`src/hw/rtl/qrs_pkg.sv`:
```
package qrs_pkg;

    localparam int CW      = 16;            // coefficient width
    localparam int FRAC    = 16;            // fraction bits of a root
    localparam int ROOT_W  = 40;            // root field width
    localparam int PROD_W  = 2 * CW;        // b*b and a*c
    localparam int DISC_W  = 2 * CW + 3;    // signed discriminant
    localparam int RAD_W   = 2 * CW + 2;    // radicand magnitude
    localparam int SQ_W    = RAD_W / 2;     // floor sqrt width
    localparam int SQREM_W = SQ_W + 2;      // sqrt remainder
    localparam int NUM_W   = SQ_W + 2;      // signed -b +/- s
    localparam int NMAG_W  = SQ_W + 1;      // magnitude of numerator
    localparam int DVD_W   = NMAG_W + FRAC; // dividend magnitude, also quotient
    localparam int DEN_W   = CW + 1;        // signed 2a
    localparam int DMAG_W  = CW + 1;        // magnitude of 2a

    localparam int IN_W  = 48;
    localparam int OUT_W = 88;

    localparam logic [1:0] CASE_LINEAR = 2'd0;
    localparam logic [1:0] CASE_NONE   = 2'd1;
    localparam logic [1:0] CASE_DOUBLE = 2'd2;
    localparam logic [1:0] CASE_TWO    = 2'd3;

    typedef struct packed {
        logic [1:0]               case_code;
        logic signed [DEN_W-1:0]  negb;
        logic signed [DEN_W-1:0]  den;
    } sq_tag_t;

    typedef struct packed {
        logic [1:0]        case_code;
        logic              neg_p;
        logic              neg_m;
        logic [DVD_W-1:0]  mag_p;
        logic [DVD_W-1:0]  mag_m;
    } div_out_t;

endpackage

```
`src/hw/rtl/qrs_front.sv`:
```
module qrs_front (
    input  logic                                aclk,
    input  logic                                aresetn,
    input  logic                                en,
    input  logic                                in_valid,
    input  logic signed [qrs_pkg::CW-1:0]       coef_a,
    input  logic signed [qrs_pkg::CW-1:0]       coef_b,
    input  logic signed [qrs_pkg::CW-1:0]       coef_c,
    output logic                                out_valid,
    output logic [qrs_pkg::RAD_W-1:0]           out_rad,
    output qrs_pkg::sq_tag_t                    out_tag
);

    logic                                 v1_reg;
    logic signed [qrs_pkg::PROD_W-1:0]    bb_reg;
    logic signed [qrs_pkg::PROD_W-1:0]    ac_reg;
    logic signed [qrs_pkg::CW-1:0]        a_reg;
    logic signed [qrs_pkg::CW-1:0]        b_reg;

    logic                                 v2_reg;
    logic [qrs_pkg::RAD_W-1:0]            rad_reg;
    logic [qrs_pkg::RAD_W-1:0]            rad_next;
    qrs_pkg::sq_tag_t                     tag_reg;
    qrs_pkg::sq_tag_t                     tag_next;
    logic signed [qrs_pkg::DISC_W-1:0]    disc;

    always_ff @(posedge aclk) begin
        if (!aresetn) begin
            v1_reg <= 1'b0;
            v2_reg <= 1'b0;
        end else if (en) begin
            v1_reg <= in_valid;
            v2_reg <= v1_reg;
        end
    end

    always_ff @(posedge aclk) begin
        if (en) begin
            bb_reg  <= coef_b * coef_b;
            ac_reg  <= coef_a * coef_c;
            a_reg   <= coef_a;
            b_reg   <= coef_b;
            rad_reg <= rad_next;
            tag_reg <= tag_next;
        end
    end

    // exact b*b - 4ac
    assign disc = {{3{bb_reg[qrs_pkg::PROD_W-1]}}, bb_reg}
                - {ac_reg[qrs_pkg::PROD_W-1], ac_reg, 2'b00};

    always_comb begin
        tag_next.negb = -{b_reg[qrs_pkg::CW-1], b_reg};
        tag_next.den  = {a_reg, 1'b0};
        rad_next      = '0;
        if (a_reg == '0) begin
            tag_next.case_code = qrs_pkg::CASE_LINEAR;
        end else if (disc[qrs_pkg::DISC_W-1]) begin
            tag_next.case_code = qrs_pkg::CASE_NONE;
        end else if (disc == '0) begin
            tag_next.case_code = qrs_pkg::CASE_DOUBLE;
        end else begin
            tag_next.case_code = qrs_pkg::CASE_TWO;
            rad_next           = disc[qrs_pkg::RAD_W-1:0];
        end
    end

    assign out_valid = v2_reg;
    assign out_rad   = rad_reg;
    assign out_tag   = tag_reg;

endmodule

```
`config.mk`:
```
export PLATFORM = sky130hd
export DESIGN_NAME = qrs_front
export DESIGN_NICKNAME = d
export VERILOG_FILES = /design/src/hw/rtl/qrs_pkg.sv /design/src/hw/rtl/qrs_front.sv
export SDC_FILE = /design/constraint.sdc
export NUM_CORES = 2
export LEC_CHECK = 0
export BUFFER_PORTS_ARGS = -buffer_cell sky130_fd_sc_hd__buf_2
export CAP_MARGIN = 20
export CORE_MARGIN = 4
export CORE_UTILIZATION = 45
export DETAILED_ROUTE_END_ITERATION = 16
export PLACE_DENSITY = 0.71
export SETUP_SLACK_MARGIN = 0.02
export SLEW_MARGIN = 40
export SYNTH_ARGS = -nofsm -noshare
export SYNTH_HDL_FRONTEND = slang
export SYNTH_SLANG_ARGS = --single-unit
```
`constraint.sdc`:
```
create_clock -name aclk -period 15.7 [get_ports aclk]
set_clock_uncertainty 0.05 [all_clocks]
set_input_delay 1.57 -clock aclk [delete_from_list [all_inputs] [get_ports aclk]]
set_output_delay 1.57 -clock aclk [all_outputs]
set_load 0.01 [all_outputs]
```
Yosys cells after proc, flatten, opt, wreduce, memory -nomap -nowiden
Index checks and enable logic that the tools add are counted.

word-level totals
  output and inout port bits = 71
  bits of input ports = 52
  word-level logic and storage cells = 21
  register bits = 167

operators by class
  reduce and logical (&&, ||, !) cells = 4
  multipliers = 2
  add/sub/neg operators = 2
  multiplexer cells = 2

operators by type and width
  operator          number
  $mul 16x16->32    2
  $logic_not 35->1  1
  $sub 32x34->35    1
  $neg 17->17       1
  $logic_not 16->1  1
  $reduce_or 3->1   1
  $mux 1            2
  $reduce_or 2->1   1

Longest topological paths before layout
  depth after elaboration = 4
  depth in mapped cells = 26
  mapped depth without buffers = 25

Least setup slack after synthesis
No wires, ideal clock.

  kind = input to register
  from = input port coef_b[1] in the netlist's numbering
  to = register bb_reg[27] in the netlist's numbering (data pin)
  arrival time = 7.183 ns
  setup slack = 8.207 ns
  setup time = 0.260 ns
  stages = 23
  buffers on the path = 2
  path through = clkbuf_1 -> clkbuf_1 -> nand2_1 -> fa_1 -> fa_1 -> fa_1 -> inv_1 -> fa_1 -> fa_1 -> inv_1 -> fa_1 -> inv_1 -> ha_1 -> a21oi_1 -> o22ai_1 -> o21a_1 -> a31o_2 -> o221ai_1 -> o21bai_1 -> a21oi_1 -> o21bai_1 -> a21o_1 -> xor2_1

on the way
  longest elaborated chain between the ends = 1

RTL lines
  element               line             RTL
  start, declared       qrs_front.sv:7   input logic signed [qrs_pkg::CW-1:0] coef_b,
  $mul 16x16->32        qrs_front.sv:39  bb_reg <= coef_b * coef_b;
  end signal, assigned  qrs_front.sv:39
  end, declared         qrs_front.sv:15  logic signed [qrs_pkg::PROD_W-1:0] bb_reg;

No other way between the ends.
A chain may end at the register's enable or synchronous reset.

Worst setup path in the final report
  from = input port coef_b[3] in the netlist's numbering
  to = register bb_reg[27] in the netlist's numbering (data pin)

Same word-level chain as after synthesis.

==> impl_metrics.json <==
{
  "insertion_delay_ns": 0.46,
  "wire_per_inst_um": 16.5,
  "ys_warn_count": 0,
  "syn_inst": 2637,
  "coreArea_um2": 57700,
  "max_freq_mhz": 131,
  "slowest_stage": "fa_1",
  "path_common_cell": "fa_1",
  "reg2reg_depth": 11,
  "std_cell_rows": 88,
  "grt_pass1_vias": 20000,
  "ys_seq_elements": 164,
  "clockRootBuffer": "clkbuf_16",
  "die_w_um": 249,
  "wirelength_mm": 57.5,
  "drive_above_1_share_pct": 6.81,
  "dr.pass1.iters": 5,
  "antenna_found_initial": 0,
  "required_ns": 15.86,
  "drtIter0Drc": 985,
  "final_cells": 3482,
  "worst_pin_slew_ns": 0.794,
  "synthFlopType": "edfxtp_1",
  "drv_cap": 0,
  "grt_max_degree": 84,
  "rsz0062_at_grt": "no",
  "path_cells": "buf_2, clkinv_1, nor2_1, fa_1, fa_1, fa_1, fa_1, fa_1, inv_1, fa_1, inv_1, ha_1, and3_1, and4_1, nor3_1, o211ai_1, o221ai_1, o21bai_1, a21oi_1, o21bai_1, a21o_1, xor2_1",
  "ys_types": 80,
  "start_kind": "input pin",
  "cp.arrival_ns": 7.81,
  "io_buffers": 120,
  "cts_resized": 0,
  "die_h_um": 249,
  "setup_tns_ns": 0,
  "cp.depth": 22,
  "async_flop_share_pct": 0,
  "path_max_fanout": 13,
  "die-area_um2": 62100,
  "holdWs_ns": 0.406,
  "syn_area_um2": 26200,
  "post-route-period-util_pct": 48.7,
  "hold_buffers": 0,
  "worstHoldPathType": "reg2reg",
  "path_buf_inv": 4,
  "cts_buffers": 17,
  "vias": 17900,
  "synthesis.area_per_instance_um2": 9.94,
  "fillCellCount": 5259,
  "clkTransAtPathRegs_ns": 0.08,
  "largest_reg_flops": 35,
  "synth_commonest_cells": "inv_1, fa_1, nand2_1",
  "h-tree-depth": 4,
  "status": "finished clean",
  "antenna_left": 0,
  "area_growth_pct": 7.06,
  "yosysMostFrequentCell": "inv_1",
  "postCtsSetupBuffers": 0,
  "grt_util_all_layers_pct": 19.5,
  "vias_per_cell": 5.15,
  "gr-total-overflow": 0,
  "start_util_pct": 45.4,
  "yosysSeqAreaShare_pct": 18.7,
  "setup_viol": 0,
  "grt_pass1_wl_mm": 98.6,
  "synth_top_cell_by_area": "fa_1",
  "clockBufferDepth": 2,
  "layout_min_cycle_time_ns": 7.65,
  "yosysTopAreaCellShare_pct": 37.9,
  "gp_congestion": 0.915,
  "hold_viol_final": 0,
  "worstSetupEndpointType": "flip-flop",
  "nets": 3458,
  "boundaryPins": 123,
  "cts_sinks": 164,
  "dp_cells": 3450,
  "synth_edf_count": 162,
  "drc": 0,
  "cp_top_family": "adder cells",
  "worstHoldPathCells": 0,
  "n_antenna_cell": 0,
  "cts_tree": "yes",
  "yosys-top-cells-area": "fa_1, edfxtp_1, ha_1",
  "cpPeakStageDelay_ns": 0.61,
  "worst-setup-path-type": "in2reg",
  "maxSlewViolCount": 0,
  "dpl.hpwl_mm": 47.5,
  "final_core_util_pct": 48.6,
  "relSlewSlack_pct": 47.1
}
## per-stage QoR
| step | worst slack [ns] | cell area (µm²) |
|---|---|---|
| 2_1_floorplan | 8.21 | 26200 |
| 3_3_place_gp | 7.77 | 27500 |
| 3_5_place_dp | 7.54 | 27500 |
| 4_1_cts | 8.05 | 28000 |
| 5_1_grt | 7.65 | 28000 |
| 6_report | 8.05 | 28000 |
## cell usage in the layout (no fill, tap or decap), types with 10 or more instances in the layout
cell       count
edfxtp_1     162
xor2_1        26
nand2_1      249
xnor2_1       85
o21a_1        15
inv_1        653
o21ai_0       37
nand2b_1      15
nor2b_1       13
ha_1         206
nor3_1        16
and2_1       155
o211ai_1      10
a21oi_1       86
nand4_1       13
clkbuf_16     17
a21o_1        29
nand3_1       21
and3_1        13
nor2_1       125
buf_2        119
fa_1         496
## logic make-up (layout without fill, tap and decap cells)
| kind of cell | Yosys count | after routing | synth area share, % |
|---|---|---|---|
| AOI/OAI and AO/OA | 257 | 257 | 6.52 |
| buffers and inverters | 729 | 808 | 10.5 |
| and+or+nand+nor | 669 | 669 | 12.6 |
| xor gates and xnor gates | 111 | 111 | 3.71 |
| adders and majority gates | 702 | 702 | 47.7 |
| muxes | 4 | 4 | 0.158 |
| DFF | 164 | 164 | 18.7 |
| other | 1 | 2 | 0.0143 |
## per-layer routing
metal	up-vias	track usage (%)	share of wire (%)	wire length, µm
met1	9194	25.6	42	24400
met4	0	4.93	1.9	1100
met3	77	3.01	5.0	2860
li1	8238	-	-	-
met2	432	34.0	51	29200
met5	-	0	0	0
## final cells by class
type / instances / area, µm² / share of cell area [%]
Tap cell: 765 / 957 / 3.41
Inverter: 655 / 2460 / 8.77
Timing Repair Buffer: 121 / 618 / 2.20
Clock inverter: 14 / 130 / 0.464
Multi-Input combinational cell: 1745 / 18500 / 66.1
Clock buffer: 18 / 439 / 1.57
Sequential cell: 164 / 4900 / 17.5
## path summary, 6_finish.rpt
check,start,to,slack [ns]
max reg2reg,ac_reg[0],out_rad[19],11.27
max,coef_b[3],bb_reg[27],8.05
min,a_reg[14],out_tag[15],0.41
min reg2reg,a_reg[14],out_tag[15],0.41
Power is left out: the tool's default activity adds up to more than one toggle a clock period on the data nets, which glitch-free logic cannot reach.
