===== config.mk =====
export PLATFORM = sky130hd
export DESIGN_NAME = qrs_sqrt
export DESIGN_NICKNAME = d
export VERILOG_FILES = /design/src/hw/rtl/qrs_pkg.sv /design/src/hw/rtl/qrs_sqrt.sv
export SDC_FILE = /design/constraint.sdc
export NUM_CORES = 1
export LEC_CHECK = 0
export ABC_AREA = 1
export BUFFER_PORTS_ARGS = -buffer_cell sky130_fd_sc_hd__buf_2
export CAP_MARGIN = 25
export CORE_MARGIN = 5
export CORE_UTILIZATION = 45
export DETAILED_ROUTE_END_ITERATION = 10
export SLEW_MARGIN = 10
export SYNTH_ARGS = -nofsm -noshare
export SYNTH_HDL_FRONTEND = slang
export SYNTH_SLANG_ARGS = --single-unit
export TNS_END_PERCENT = 100

===== constraint.sdc =====
create_clock -name aclk -period 3.95 [get_ports aclk]
set_input_delay 0.9875 -clock aclk [delete_from_list [all_inputs] [get_ports aclk]]
set_output_delay 0.9875 -clock aclk [all_outputs]
set_load 0.02 [all_outputs]

===== src/hw/rtl/qrs_pkg.sv =====
package qrs_pkg;

    localparam int CW      = 16;            // coefficient width
    localparam int FRAC    = 16;            // fraction bits of a root
    localparam int ROOT_W  = 40;            // root field width
    localparam int PROD_W  = 2 * CW;        // b*b and a*c
    localparam int DISC_W  = 2 * CW + 3;    // signed discriminant
    localparam int RAD_W   = 2 * CW + 2;    // radicand magnitude
    localparam int SQ_W    = RAD_W / 2;     // floor sqrt width
    localparam int SQREM_W = SQ_W + 2;      // sqrt remainder
    localparam int NUM_W   = SQ_W + 2;      // signed -b +/- s
    localparam int NMAG_W  = SQ_W + 1;      // magnitude of numerator
    localparam int DVD_W   = NMAG_W + FRAC; // dividend magnitude, also quotient
    localparam int DEN_W   = CW + 1;        // signed 2a
    localparam int DMAG_W  = CW + 1;        // magnitude of 2a

    localparam int IN_W  = 48;
    localparam int OUT_W = 88;

    localparam logic [1:0] CASE_LINEAR = 2'd0;
    localparam logic [1:0] CASE_NONE   = 2'd1;
    localparam logic [1:0] CASE_DOUBLE = 2'd2;
    localparam logic [1:0] CASE_TWO    = 2'd3;

    typedef struct packed {
        logic [1:0]               case_code;
        logic signed [DEN_W-1:0]  negb;
        logic signed [DEN_W-1:0]  den;
    } sq_tag_t;

    typedef struct packed {
        logic [1:0]        case_code;
        logic              neg_p;
        logic              neg_m;
        logic [DVD_W-1:0]  mag_p;
        logic [DVD_W-1:0]  mag_m;
    } div_out_t;

endpackage


===== src/hw/rtl/qrs_sqrt.sv =====
module qrs_sqrt (
    input  logic                           aclk,
    input  logic                           aresetn,
    input  logic                           en,
    input  logic                           in_valid,
    input  logic [qrs_pkg::RAD_W-1:0]      in_rad,
    input  qrs_pkg::sq_tag_t               in_tag,
    output logic                           out_valid,
    output logic [qrs_pkg::SQ_W-1:0]       out_root,
    output qrs_pkg::sq_tag_t               out_tag
);

    localparam int N = qrs_pkg::SQ_W;

    logic                             v_reg   [0:N];
    logic [qrs_pkg::RAD_W-1:0]        rad_reg [0:N];
    logic [qrs_pkg::SQREM_W-1:0]      rem_reg [0:N];
    logic [qrs_pkg::SQ_W-1:0]         root_reg[0:N];
    qrs_pkg::sq_tag_t                 tag_reg [0:N];

    always_comb begin
        v_reg[0]    = in_valid;
        rad_reg[0]  = in_rad;
        rem_reg[0]  = '0;
        root_reg[0] = '0;
        tag_reg[0]  = in_tag;
    end

    // one root bit per stage, two radicand bits consumed per stage
    for (genvar i = 0; i < N; i++) begin : g_step
        logic [qrs_pkg::SQREM_W+1:0] rem_sh;
        logic [qrs_pkg::SQREM_W+1:0] trial;
        logic                        fits;

        assign rem_sh = {rem_reg[i], rad_reg[i][qrs_pkg::RAD_W-1 -: 2]};
        assign trial  = {1'b0, 1'b0, root_reg[i], 2'b01};
        assign fits   = rem_sh >= trial;

        always_ff @(posedge aclk) begin
            if (!aresetn) begin
                v_reg[i+1] <= 1'b0;
            end else if (en) begin
                v_reg[i+1] <= v_reg[i];
            end
        end

        always_ff @(posedge aclk) begin
            if (en) begin
                rad_reg[i+1]  <= {rad_reg[i][qrs_pkg::RAD_W-3:0], 2'b00};
                rem_reg[i+1]  <= fits ? qrs_pkg::SQREM_W'(rem_sh - trial)
                                      : qrs_pkg::SQREM_W'(rem_sh);
                root_reg[i+1] <= {root_reg[i][qrs_pkg::SQ_W-2:0], fits};
                tag_reg[i+1]  <= tag_reg[i];
            end
        end
    end

    assign out_valid = v_reg[N];
    assign out_root  = root_reg[N];
    assign out_tag   = tag_reg[N];

endmodule


* Word-level counts from Yosys, hierarchy flattened
Cells that the tools add are included.
Word-level totals: bits of input ports 74, bits in registers 1342, memory bits (writable) 0, latch bits 0, output and inout port bits 54, ROM bits 0, memories kept 0
Cells by class: multiply operators 0, order comparisons 17, add/sub/neg operators 16, reduce and logical (&&, ||, !) cells 0, div/mod/pow operators 0, eq/ne operators 0, shift-type cells 0, bitwise operators 0, muxes and demuxes 16
Operators with widths (number):
- $mux W19 | 15
- $ge A21 B10 Y1 | 1
- $ge A21 B11 Y1 | 1
- $ge A21 B12 Y1 | 1
- $ge A21 B13 Y1 | 1
- $ge A21 B14 Y1 | 1
- $ge A21 B15 Y1 | 1
- $ge A21 B16 Y1 | 1
- $ge A21 B17 Y1 | 1
- $ge A21 B18 Y1 | 1
- $ge A21 B3 Y1 | 1
- $ge A21 B4 Y1 | 1
- $ge A21 B5 Y1 | 1
- $ge A21 B6 Y1 | 1
- $ge A21 B7 Y1 | 1
- $ge A21 B8 Y1 | 1
- $ge A21 B9 Y1 | 1
- $sub A19 B10 Y19 | 1
- $sub A19 B11 Y19 | 1
- $sub A19 B12 Y19 | 1
- $sub A19 B13 Y19 | 1
- $sub A19 B14 Y19 | 1
- $sub A19 B15 Y19 | 1
- $sub A19 B16 Y19 | 1
- other kinds (11) | 11

* Depth between registers and ports, before layout
Gate-level depths: netlist (run 1).
depth after elaboration 2, mapped depth 14

* Worst setup path before layout (run 1)
OpenSTA, ideal clock, no wires.
kind flip-flop to flip-flop, start point reg rem_reg (netlist bit g_step[1].rem_sh[2]), end point reg rem_reg (netlist bit g_step[2].rem_sh[19]) (data pin), slack 1.972 ns, stages on the path, launching flop included 9, period minus slack after synthesis 1.978 ns, arrival 1.709 ns, path through edfxtp_1 -> ha_1 -> a21oi_1 -> nand2_1 -> inv_1 -> ha_1 -> and2_1 -> clkbuf_1 -> o21ai_0
On the way: word-level cells in the longest chain between the ends 2
RTL lines:
- start, declared | RTL line qrs_sqrt.sv:17 | logic [qrs_pkg::SQREM_W-1:0] rem_reg [0:N];
- start signal, assigned by index | RTL line qrs_sqrt.sv:50 | rem_reg[i+1] <= fits ? qrs_pkg::SQREM_W'(rem_sh - trial)
- $sub A19 B3 Y19 / $ge A21 B3 Y1 (equally long branches) | RTL line qrs_sqrt.sv:50, qrs_sqrt.sv:37
- $mux W19 * | RTL line qrs_sqrt.sv:50
Mark *: on every way between the ends. The rest lies on a longest branch, timed or not. A chain may end at the register's enable or synchronous reset.

* Final worst setup path (run 1)
start point reg rem_reg (netlist bit g_step[3].rem_sh[2]), end point reg rem_reg (netlist bit g_step[4].rem_sh[4]) (data pin)
On the way: word-level cells in the longest chain between the ends 2
RTL lines (RTL line):
- $sub A19 B5 Y19 / $ge A21 B5 Y1 (equally long branches) | qrs_sqrt.sv:50, qrs_sqrt.sv:37
- $mux W19 * | qrs_sqrt.sv:50
Marks and branches as above.

==> metrics.cfg, run 1 <==
[clocking]
h-tree-depth = 4
cts_inserted_buffers = 142
hold_buffers = 0
cts_resized = 0
clk_latency_ns = 0.78
cts_sinks = 1336
cts-root-buf = clkbuf_16
clk_path_buf_depth = 3
postCtsSetupBuffers = 0
cts_tree = done
path_clk_slew_ns = 0.06

[timing]
relSlewSlack_pct = 45.98
fin_crit_sh_pct = 64.83
rsz0062_at_grt = false
tightest_slew_ns = 0.8081
slew_viol_final = 0
finalSetupViolCount = 0
period_needed_ns = 2.561
worst_clock_skew_ns = 0.06602
tns_ns = 0
max_freq_ghz = 0.3905
hold_viol_final = 0

[power_and_ir_drop]
peakVddDrop_mv = 0.4164
power_density_nw_per_um2 = 538.8
power.share.clock_pct = 37.7
p_total_w = 0.03466
p_leak_nw = 26.28
comb_power_share_pct = 11.6
seqPwrFrac_pct = 50.7
p_switching_w = 0.008842
p_int_w = 0.02582
switching_share_pct = 25.51

[yosys]
ys.flop_type = edfxtp_1
syn_area_um2 = 56910
seq_area_frac_synth_pct = 70.19
synth_area_leaders = edfxtp_1, nand2_1, inv_1
synth_most_common_cell = edfxtp_1
avgSynthCellArea_um2 = 12.06
synth_top_cell_area_share_pct = 69.59
async_flop_share_pct = 0
ys_top_cells_by_count = edfxtp_1, nand2_1, inv_1
synth_nets = 4964
syn_inst = 4719
synth-seq-cells = 1336
synth_edf_count = 1319
ys_warn_count = 0
netlist-cell-type-count = 55
yosys.area.top_type = edfxtp_1

[setup_path]
cp.arrival_ns = 3.03
cp_max_fo = 22
crit_path_end_kind = register
crit_required_ns = 4.41
critical_path.startpoint = g_step[3].rem_sh[2]
crit_type = register to register
start_kind = register
r2r-start = g_step[3].rem_sh[2]

[drt]
wire_per_inst_um = 15.42
num_vias = 32270
firstDrtPassIters = 8
drc = 0
wl_um = 103800
viasPerCell = 4.793
ant_nets = 0
drt_iter0_markers = 2296

[cells_and_area]
area_growth_pct = 13.04
largest_reg_flops = 576
final_cells = 6733
drive_above_1_share_pct = 11.73
nFillCells = 10990
diodes = 0
fin_nets = 5216

[die]
dieArea_um2 = 133700
rows = 130
die_x_um = 365.6
initial_core_util_pct = 45.32
die_h_um = 365.6
pin_count = 128
core_um2 = 125600

[outcome]
outcome = finished clean

[grt]
grt_max_degree = 120
grt_pass1_wl_um = 166200
grt_usage_pct = 15.68
overflow = 0
grt_pass1_vias = 31470
antenna_found_initial = 0

[placement]
dp.cells = 6477
place.gp.congestion = 0.9023
portBuffers = 127
dp_hpwl_um = 73770

[min_path]
min-delay-start = rad_reg[552]
hp-class = register to register

[job]
drv_cap = 0

[worst paths after layout]
path         slack, ns             endpoint  depth (start not counted)
max               1.39  g_step[4].rem_sh[4]                          9
min               0.35         rad_reg[520]                          0
max reg2reg       1.39  g_step[4].rem_sh[4]                          9
min reg2reg       0.35         rad_reg[520]                          0
[cells in the final DEF, fill, tap and decap left out, types with 9 or more instances in the layout]
cell type and instances:
clkinv_16 14, buf_4 37, xnor2_1 40, bufinv_16 11, ha_1 171, clkbuf_1 24, nand3b_1 34, a21oi_1 133
a21oi_2 28, buf_12 15, nor2_2 13, nand4_1 36, nand3_1 237, clkinvlp_4 9, clkinv_1 23, clkbuf_16 142
inv_2 25, o21ai_0 95, o21ai_2 27, nand2_2 66, clkinv_2 27, dfxtp_1 17, nor2_4 9, edfxtp_1 1319
buf_2 126, inv_1 622, xor2_1 83, nor2_1 366, nand2_1 1206, nor3_1 32, o21ai_1 18
[area by class of cell]
type                    instances  area [um2]  share of cell area, %
clock buffers                 166        3643                  5.663
multi-input cells            2662       13910                  21.62
repair buffers                178        1209                  1.879
well taps                    1650        2064                  3.209
flip-flops and latches       1336       39950                  62.09
clock inverters                90        1110                  1.725
inverters                     651        2451                  3.810
[metal layers]
| metal | up-vias | wire, um | global-route usage [%] |
|---|---|---|---|
| met5 | - | 0 | 0 |
| met4 | 0 | 2760 | 5.083 |
| met3 | 193 | 4421 | 2.794 |
| met2 | 581 | 48560 | 25.72 |
| met1 | 15110 | 48100 | 21.40 |
| li1 | 16390 | - | - |
[per-stage QoR]
step / instance area [um2] / hold WS [ns] / util, % / worst slack, ns
after floorplan: 56910 / 0.4003 / - / 1.972
after global placement: 59580 / 0.4002 / 47.45 / 1.398
after detailed placement: 59580 / 0.4045 / 47.45 / 1.365
after CTS: 64330 / 0.2884 / 51.23 / 1.358
after global routing: 64330 / 0.3065 / 51.23 / 1.047
final: 64330 / 0.3523 / 51.23 / 1.389
[power by group through the flow]
stage / combinational [W] / sequential (W) / clock [W]
after floorplan: 0.00287 / 0.0176 / 0
after global placement: 0.00402 / 0.0178 / 0
final: 0.00404 / 0.0176 / 0.0131
after global routing: 0.00459 / 0.0177 / 0.0141
after detailed placement: 0.00404 / 0.0179 / 0
after CTS: 0.00406 / 0.0176 / 0.0135
[kinds of logic after synthesis]
kind of cell,count (synthesis),synth area share (%)
flops,1336,70.19
xor+xnor,123,1.893
fa+ha+maj,171,3.759
other cells,1,0.006589
simple gates,2041,15.36
compound gates,326,3.423
buf+inv,721,5.371
[worst max-delay path, stage by stage, from the launching register on]
cell      delay (ns)
edfxtp_1        0.39
ha_1            0.37
o21ai_0         0.10
nand2_1         0.13
nand2_1         0.08
nand2_1         0.08
nor2_1          0.13
nand3_1         0.58
nor2_1          0.33
a21oi_1         0.07
Note: power is estimated with default switching activity, not from simulation.
==> run 2, diff against run 1 <==
Clock period 3.95 ns to 2.3 ns, I/O delays scaled along.
==> run 2 against run 1 <==
Against the previous run:
- final area grew 3.1%
- critical path type unchanged
- fmax grew 16%
- largest power group unchanged
- final cell count grew 2.8%
- first-iteration DRC count shrank 13%
- total power grew 74%
- combinational power grew 82%
==> metrics.cfg, run 2 (synthesis gave the netlist of run 1 again) <==
[power_and_ir_drop]
p_leak_nw = 27.19  ; +3.4%
seqPwrFrac_pct = 49.8  ; -0.9 points
power.share.clock_pct = 38.0  ; +0.3 points
comb_power_share_pct = 12.2  ; +0.6 points
power_density_nw_per_um2 = 911.4  ; +69%
p_int_w = 0.04511  ; +75%
p_switching_w = 0.01532  ; +73%
switching_share_pct = 25.35  ; -0.16 points
peakVddDrop_mv = 0.8399  ; +100%

[grt]
antenna_found_initial = 1  ; +1
use_met3_pct = 3.047  ; +0.25 points
gr-max-usage-layer = met2
grt_max_degree = 97  ; -19%
grt_usage_pct = 16.12  ; +0.44 points
grt_pass1_vias = 32840  ; +4.4%
overflow = 0  ; unchanged
grt_pass1_wl_um = 170300  ; +2.5%
grtUsageMet2_pct = 27.93  ; +2.2 points
grt_use_met1_pct = 20.32  ; -1.1 points

[cells_and_area]
largest_reg_flops = 576  ; unchanged
multi_input_area_um2 = 14120  ; +1.6%
stdcell_area_um2 = 66310  ; +3.1%
utilization_pct = 52.81  ; +1.6 points
fin_nets = 5395  ; +3.4%
drive_above_1_share_pct = 14.06  ; +2.3 points
layout_common_cells = edfxtp_1, nand2_1, inv_1
area_growth_pct = 16.51
layout.cells.most_common = edfxtp_1
diodes = 0  ; unchanged
nFillCells = 10810  ; -1.6%
regArea_um2 = 39950  ; unchanged

[timing]
tns_ns = 0  ; unchanged
relSlewSlack_pct = 64.06  ; +18 points
setup_ws_ns = 0.08408  ; -1.305 ns
finalSetupViolCount = 0  ; unchanged
rsz0062_at_grt = true
slew_viol_final = 0  ; unchanged
tightest_slew_ns = 0.5392  ; -0.2689 ns
hold_slack_ns = 0.08509  ; -0.2672 ns
hold_viol_final = 0  ; unchanged
worst_clock_skew_ns = 0.05763  ; -0.008391 ns
max_freq_ghz = 0.4513  ; +16%
period_needed_ns = 2.216  ; -0.3450 ns
fin_crit_sh_pct = 96.34  ; +32 points

[die]
core_um2 = 125600  ; unchanged
initial_core_util_pct = 45.32  ; unchanged
rows = 130  ; unchanged
die_h_um = 365.6  ; unchanged
die_x_um = 365.6  ; unchanged
pin_count = 128  ; unchanged
dieArea_um2 = 133700  ; unchanged

[clocking]
cts-root-buf = clkbuf_16
clk_path_buf_depth = 3  ; unchanged
h-tree-depth = 4  ; unchanged
path_clk_slew_ns = 0.06  ; about the same
cts_sinks = 1336  ; unchanged
clk_latency_ns = 0.79  ; about the same
cts_tree = done
cts_inserted_buffers = 144  ; +1.4%

[setup_path]
crit_required_ns = 2.83  ; -1.58 ns
cp_max_fo = 12  ; -45%
start_kind = register
cp.arrival_ns = 2.75  ; -0.28 ns
crit_path_end_kind = register
r2r-start = g_step[5].rem_sh[6]
crit_type = register to register
critical_path.startpoint = g_step[5].rem_sh[6]

[min_path]
min-delay-start = in_rad[33]
hp-class = input pin to register

[drt]
firstDrtPassIters = 6  ; -2
viasPerCell = 4.743  ; -1.0%
drc = 0  ; unchanged
drt_iter0_markers = 1997  ; -13%
wire_per_inst_um = 15.34  ; -0.53%
ant_nets = 0  ; unchanged
num_vias = 32820  ; +1.7%
wl_um = 106100  ; +2.2%

[outcome]
outcome = finished clean

[placement]
placed_area_um2 = 60490  ; +1.5%
place.gp.congestion = 0.8660  ; -4.0%
dp_hpwl_um = 76180  ; +3.3%
portBuffers = 127  ; unchanged
dp_slack_ns = -0.06675  ; -1.432 ns

[job]
drv_cap = 0  ; unchanged

run 2: layer usage:
layer / up-vias / wire (um)
met5: - / 0
li1: 16770 / -
met1: 15300 / 46200
met2: 544 / 52720
met4: 0 / 3180
met3: 203 / 4048
run 2: timing repair:
item	4_1_cts	5_1_grt
gates cloned	0	2
hold endpoints to repair	70	0
buffers inserted	2	7
pin swaps	1	5
hold buffers	70	0
setup endpoints to repair	19	102
gates resized for setup	4	45
run 2: critical path, cell delays in order (launching register included):
cell and delay (ns):
edfxtp_1 0.44, ha_1 0.42, inv_1 0.08, nor3_1 0.26, nand3_1 0.19, o21ai_4 0.23
nor2_4 0.09, buf_12 0.15, nand2_1 0.08, o21ai_2 0.05
run 2: power groups by stage:
stage / sequential [W] / combinational [W] / clock [W]
detailed placement: 0.0306 / 0.00723 / 0
floorplan: 0.0302 / 0.00494 / 0
finish: 0.0301 / 0.00737 / 0.0229
CTS: 0.0301 / 0.00737 / 0.0238
global placement: 0.0306 / 0.00720 / 0
global route: 0.0303 / 0.00838 / 0.0249
run 2: stage by stage:
step | std cells | power, W
finish | 6919 | 0.06043
global route | 6919 | 0.06356
CTS | 6910 | 0.06128
detailed placement | 6573 | 0.03787
global placement | 6573 | 0.03779
floorplan | 4719 | 0.03515
run 2: path summary, 6_finish.rpt:
path	to	slack, ns	depth (start not counted)
hold reg to reg	tag_reg[313]	0.36	0
setup reg to reg	g_step[6].rem_sh[7]	0.08	9
setup / recovery	g_step[6].rem_sh[7]	0.08	9
hold / removal	g_step[1].rem_sh[3]	0.09	3
run 2: area by class of cell:
| class | count | share of cell area, % |
|---|---|---|
| tap | 1650 | 3.113 |
| clock inverter | 90 | 1.632 |
| multi-input combinational | 2664 | 21.30 |
| timing repair buffer | 353 | 4.368 |
| clock buffer | 175 | 5.642 |
| sequential | 1336 | 60.25 |
| inverter | 651 | 3.697 |
==> run 3, diff against run 2 <==
Settings changed: PLACE_DENSITY_LB_ADDON set to 0.08, REMOVE_ABC_BUFFERS set to 1.
Clock period 2.3 ns to 2.6 ns, I/O delays scaled along.
==> run 3 against run 2 <==
Against the previous run:
- setup slack improved by 0.11 ns
- critical endpoint is now g_step[8].rem_sh[8]
- total power decreased by 12%
- hold slack got worse by 0.0043 ns
- clock power decreased by 10%
- clock-buffer cell count increased by 10
- sequential power decreased by 12%
- register-to-register slack improved by 0.11 ns
- die area unchanged
- sequential cell count unchanged
- fmax decreased by 7.9%
- global-route usage decreased by 0.18 points
- critical path depth decreased by 1
==> metrics.cfg, run 3 (synthesis gave the netlist of run 1 again) <==
[die]
dieArea_um2 = 133700  ; unchanged
die_x_um = 365.6  ; unchanged
rows = 130  ; unchanged
die_h_um = 365.6  ; unchanged
initial_core_util_pct = 45.32  ; unchanged
pin_count = 128  ; unchanged
core_um2 = 125600  ; unchanged

[power_and_ir_drop]
p_int_w = 0.04000  ; -11%
power_density_nw_per_um2 = 816.4  ; -10%
comb_power_share_pct = 11.8  ; -0.4 points
p_total_w = 0.05344  ; -12%
peakVddDrop_mv = 0.5948  ; -29%
power.share.clock_pct = 38.4  ; +0.4 points
p_switching_w = 0.01344  ; -12%
seqPwrFrac_pct = 49.8  ; about the same
p_leak_nw = 26.82  ; -1.4%
switching_share_pct = 25.15  ; -0.20 points

[drt]
drt_iter0_markers = 1942  ; -2.8%
ant_nets = 0  ; unchanged
wl_um = 105500  ; -0.61%
viasPerCell = 4.741  ; about the same
num_vias = 32380  ; -1.3%
firstDrtPassIters = 5  ; -1
drc = 0  ; unchanged
wire_per_inst_um = 15.45  ; +0.68%

[setup_path]
critPathBufInv = 1  ; -1
r2r-end = g_step[8].rem_sh[8]
path_cells = ha_1 -> a21oi_1 -> o21ai_1 -> nor2_1 -> nand2_2 -> nor2_4 -> buf_4 -> o21ai_0
r2r-start = g_step[7].rem_sh[8]
crit_family = compound AO/OA/AOI/OAI gates
cp_max_fo = 10  ; -2
ff2ff_setup_slack_ns = 0.19  ; +0.11 ns
crit_type = register to register
crit_path_max_incr_delay_ns = 0.43  ; about the same
crit_path_end_kind = register
start_kind = register
ff2ff_path_depth = 8  ; -1
critical_path.slowest_cell = edfxtp_1
crit_required_ns = 3.06  ; +0.23 ns
cp.arrival_ns = 2.86  ; +0.11 ns

[timing]
slew_viol_final = 0  ; unchanged
worst_clock_skew_ns = 0.05277  ; -0.004862 ns
rsz0062_at_grt = false
max_freq_ghz = 0.4157  ; -7.9%
tightest_slew_ns = 0.5629  ; +0.02376 ns
setup_ws_ns = 0.1944  ; +0.1104 ns
hold_viol_final = 0  ; unchanged
relSlewSlack_pct = 62.08  ; -2.0 points
fin_crit_sh_pct = 92.52  ; -3.8 points
period_needed_ns = 2.406  ; +0.1896 ns
tns_ns = 0  ; unchanged
finalSetupViolCount = 0  ; unchanged

[cells_and_area]
fin_nets = 5305  ; -1.7%
largest_reg_flops = 576  ; unchanged
stdcell_area_um2 = 65460  ; -1.3%
layout.cells.most_common = edfxtp_1
area_growth_pct = 15.01
final_cells = 6830  ; -1.3%
drive_above_1_share_pct = 12.38  ; -1.7 points
layout_common_cells = edfxtp_1, nand2_1, inv_1

[clocking]
cts_sinks = 1336  ; unchanged
postCtsSetupBuffers = 0  ; -2
clk_latency_ns = 0.77  ; -0.02 ns
path_clk_slew_ns = 0.06  ; about the same
cts_resized = 0  ; -4
clk_path_buf_depth = 3  ; unchanged
hold_buffers = 35  ; -50%
cts_inserted_buffers = 145  ; +0.69%
h-tree-depth = 4  ; unchanged
cts-root-buf = clkbuf_16
cts_tree = done

[job]
drv_cap = 0  ; unchanged

[placement]
place.gp.congestion = 0.8688  ; +0.32%
placed_area_um2 = 60230  ; -0.43%
dp_slack_ns = 0.2531  ; +0.3199 ns
portBuffers = 127  ; unchanged
dp_hpwl_um = 75870  ; -0.42%
dp.cells = 6528  ; -0.68%

[min_path]
hold_depth = 1  ; -2
min-delay-start = in_tag[5]
hold_end = tag_reg[581]
hp-class = input pin to register

[grt]
grt_usage_pct = 15.94  ; -0.18 points
grt_pass1_wl_um = 169100  ; -0.68%
antenna_found_initial = 0  ; -1
grt_max_degree = 87  ; -10%
overflow = 0  ; unchanged
grt_pass1_vias = 32180  ; -2.0%

[outcome]
outcome = finished clean

-- run 3: cell count changes in the layout (fill, tap and decap cells not counted), moves of 9 or more --
cell / change
dlygate4sd3_1: -35
ha_1: +17
nor2_1: +9
clkinv_2: -9
ha_2: -10
buf_4: -57
-- run 3: how the worst max path moves through the flow --
stage / start / endpoint / slack (ns) / cells after the start
floorplan: g_step[6].rem_sh[6] / g_step[7].rem_sh[11] / 0.26 / 10
global placement: g_step[7].rem_sh[6] / g_step[8].rem_sh[8] / 0.26 / 8
detailed placement: g_step[7].rem_sh[6] / g_step[8].rem_sh[8] / 0.25 / 8
CTS: g_step[7].rem_sh[8] / g_step[8].rem_sh[8] / 0.21 / 8
global route: g_step[7].rem_sh[8] / g_step[8].rem_sh[8] / 0.05 / 8
finish: g_step[7].rem_sh[8] / g_step[8].rem_sh[8] / 0.19 / 8
-- run 3: area by class of cell --
class | count | area (um2)
fill | 10890 | 60110
sequential | 1336 | 39950
multi-input combinational | 2662 | 13910
clock buffer | 185 | 3799
inverter | 651 | 2451
timing repair buffer | 264 | 2205
tap | 1650 | 2064
clock inverter | 78 | 1071
antenna | 4 | 10.01
-- run 3: power by group through the flow --
stage / Clock [W] / Sequential (W) / Combinational [W]
global placement: 0 / 0.0271 / 0.00626
CTS: 0.0213 / 0.0267 / 0.00635
finish: 0.0205 / 0.0266 / 0.00628
floorplan: 0 / 0.0268 / 0.00424
global route: 0.0222 / 0.0268 / 0.00715
detailed placement: 0 / 0.0271 / 0.00628
-- run 3: stage by stage --
step | utilization, % | hold WS (ns)
global placement | 47.96 | 0.4001
CTS | 52.12 | 0.0003212
detailed placement | 47.96 | 0.4045
finish | 52.13 | 0.08078
floorplan | - | 0.4003
global route | 52.12 | 0.01641
-- run 3: metal layers --
layer | share of wire, % | track usage [%] | vias up
met2 | 48 | 26.93 | 524
met5 | 0 | 0 | -
met1 | 45 | 20.84 | 15050
met3 | 3.6 | 2.701 | 217
li1 | - | - | 16600
met4 | 3.2 | 5.882 | 0
-- run 3: worst reg2reg max path, cell delays in order, from the launching register on --
cell      delay [ns]
edfxtp_1        0.43
ha_1            0.38
a21oi_1         0.26
o21ai_1         0.19
nor2_1          0.20
nand2_2         0.10
nor2_4          0.22
buf_4           0.21
o21ai_0         0.12
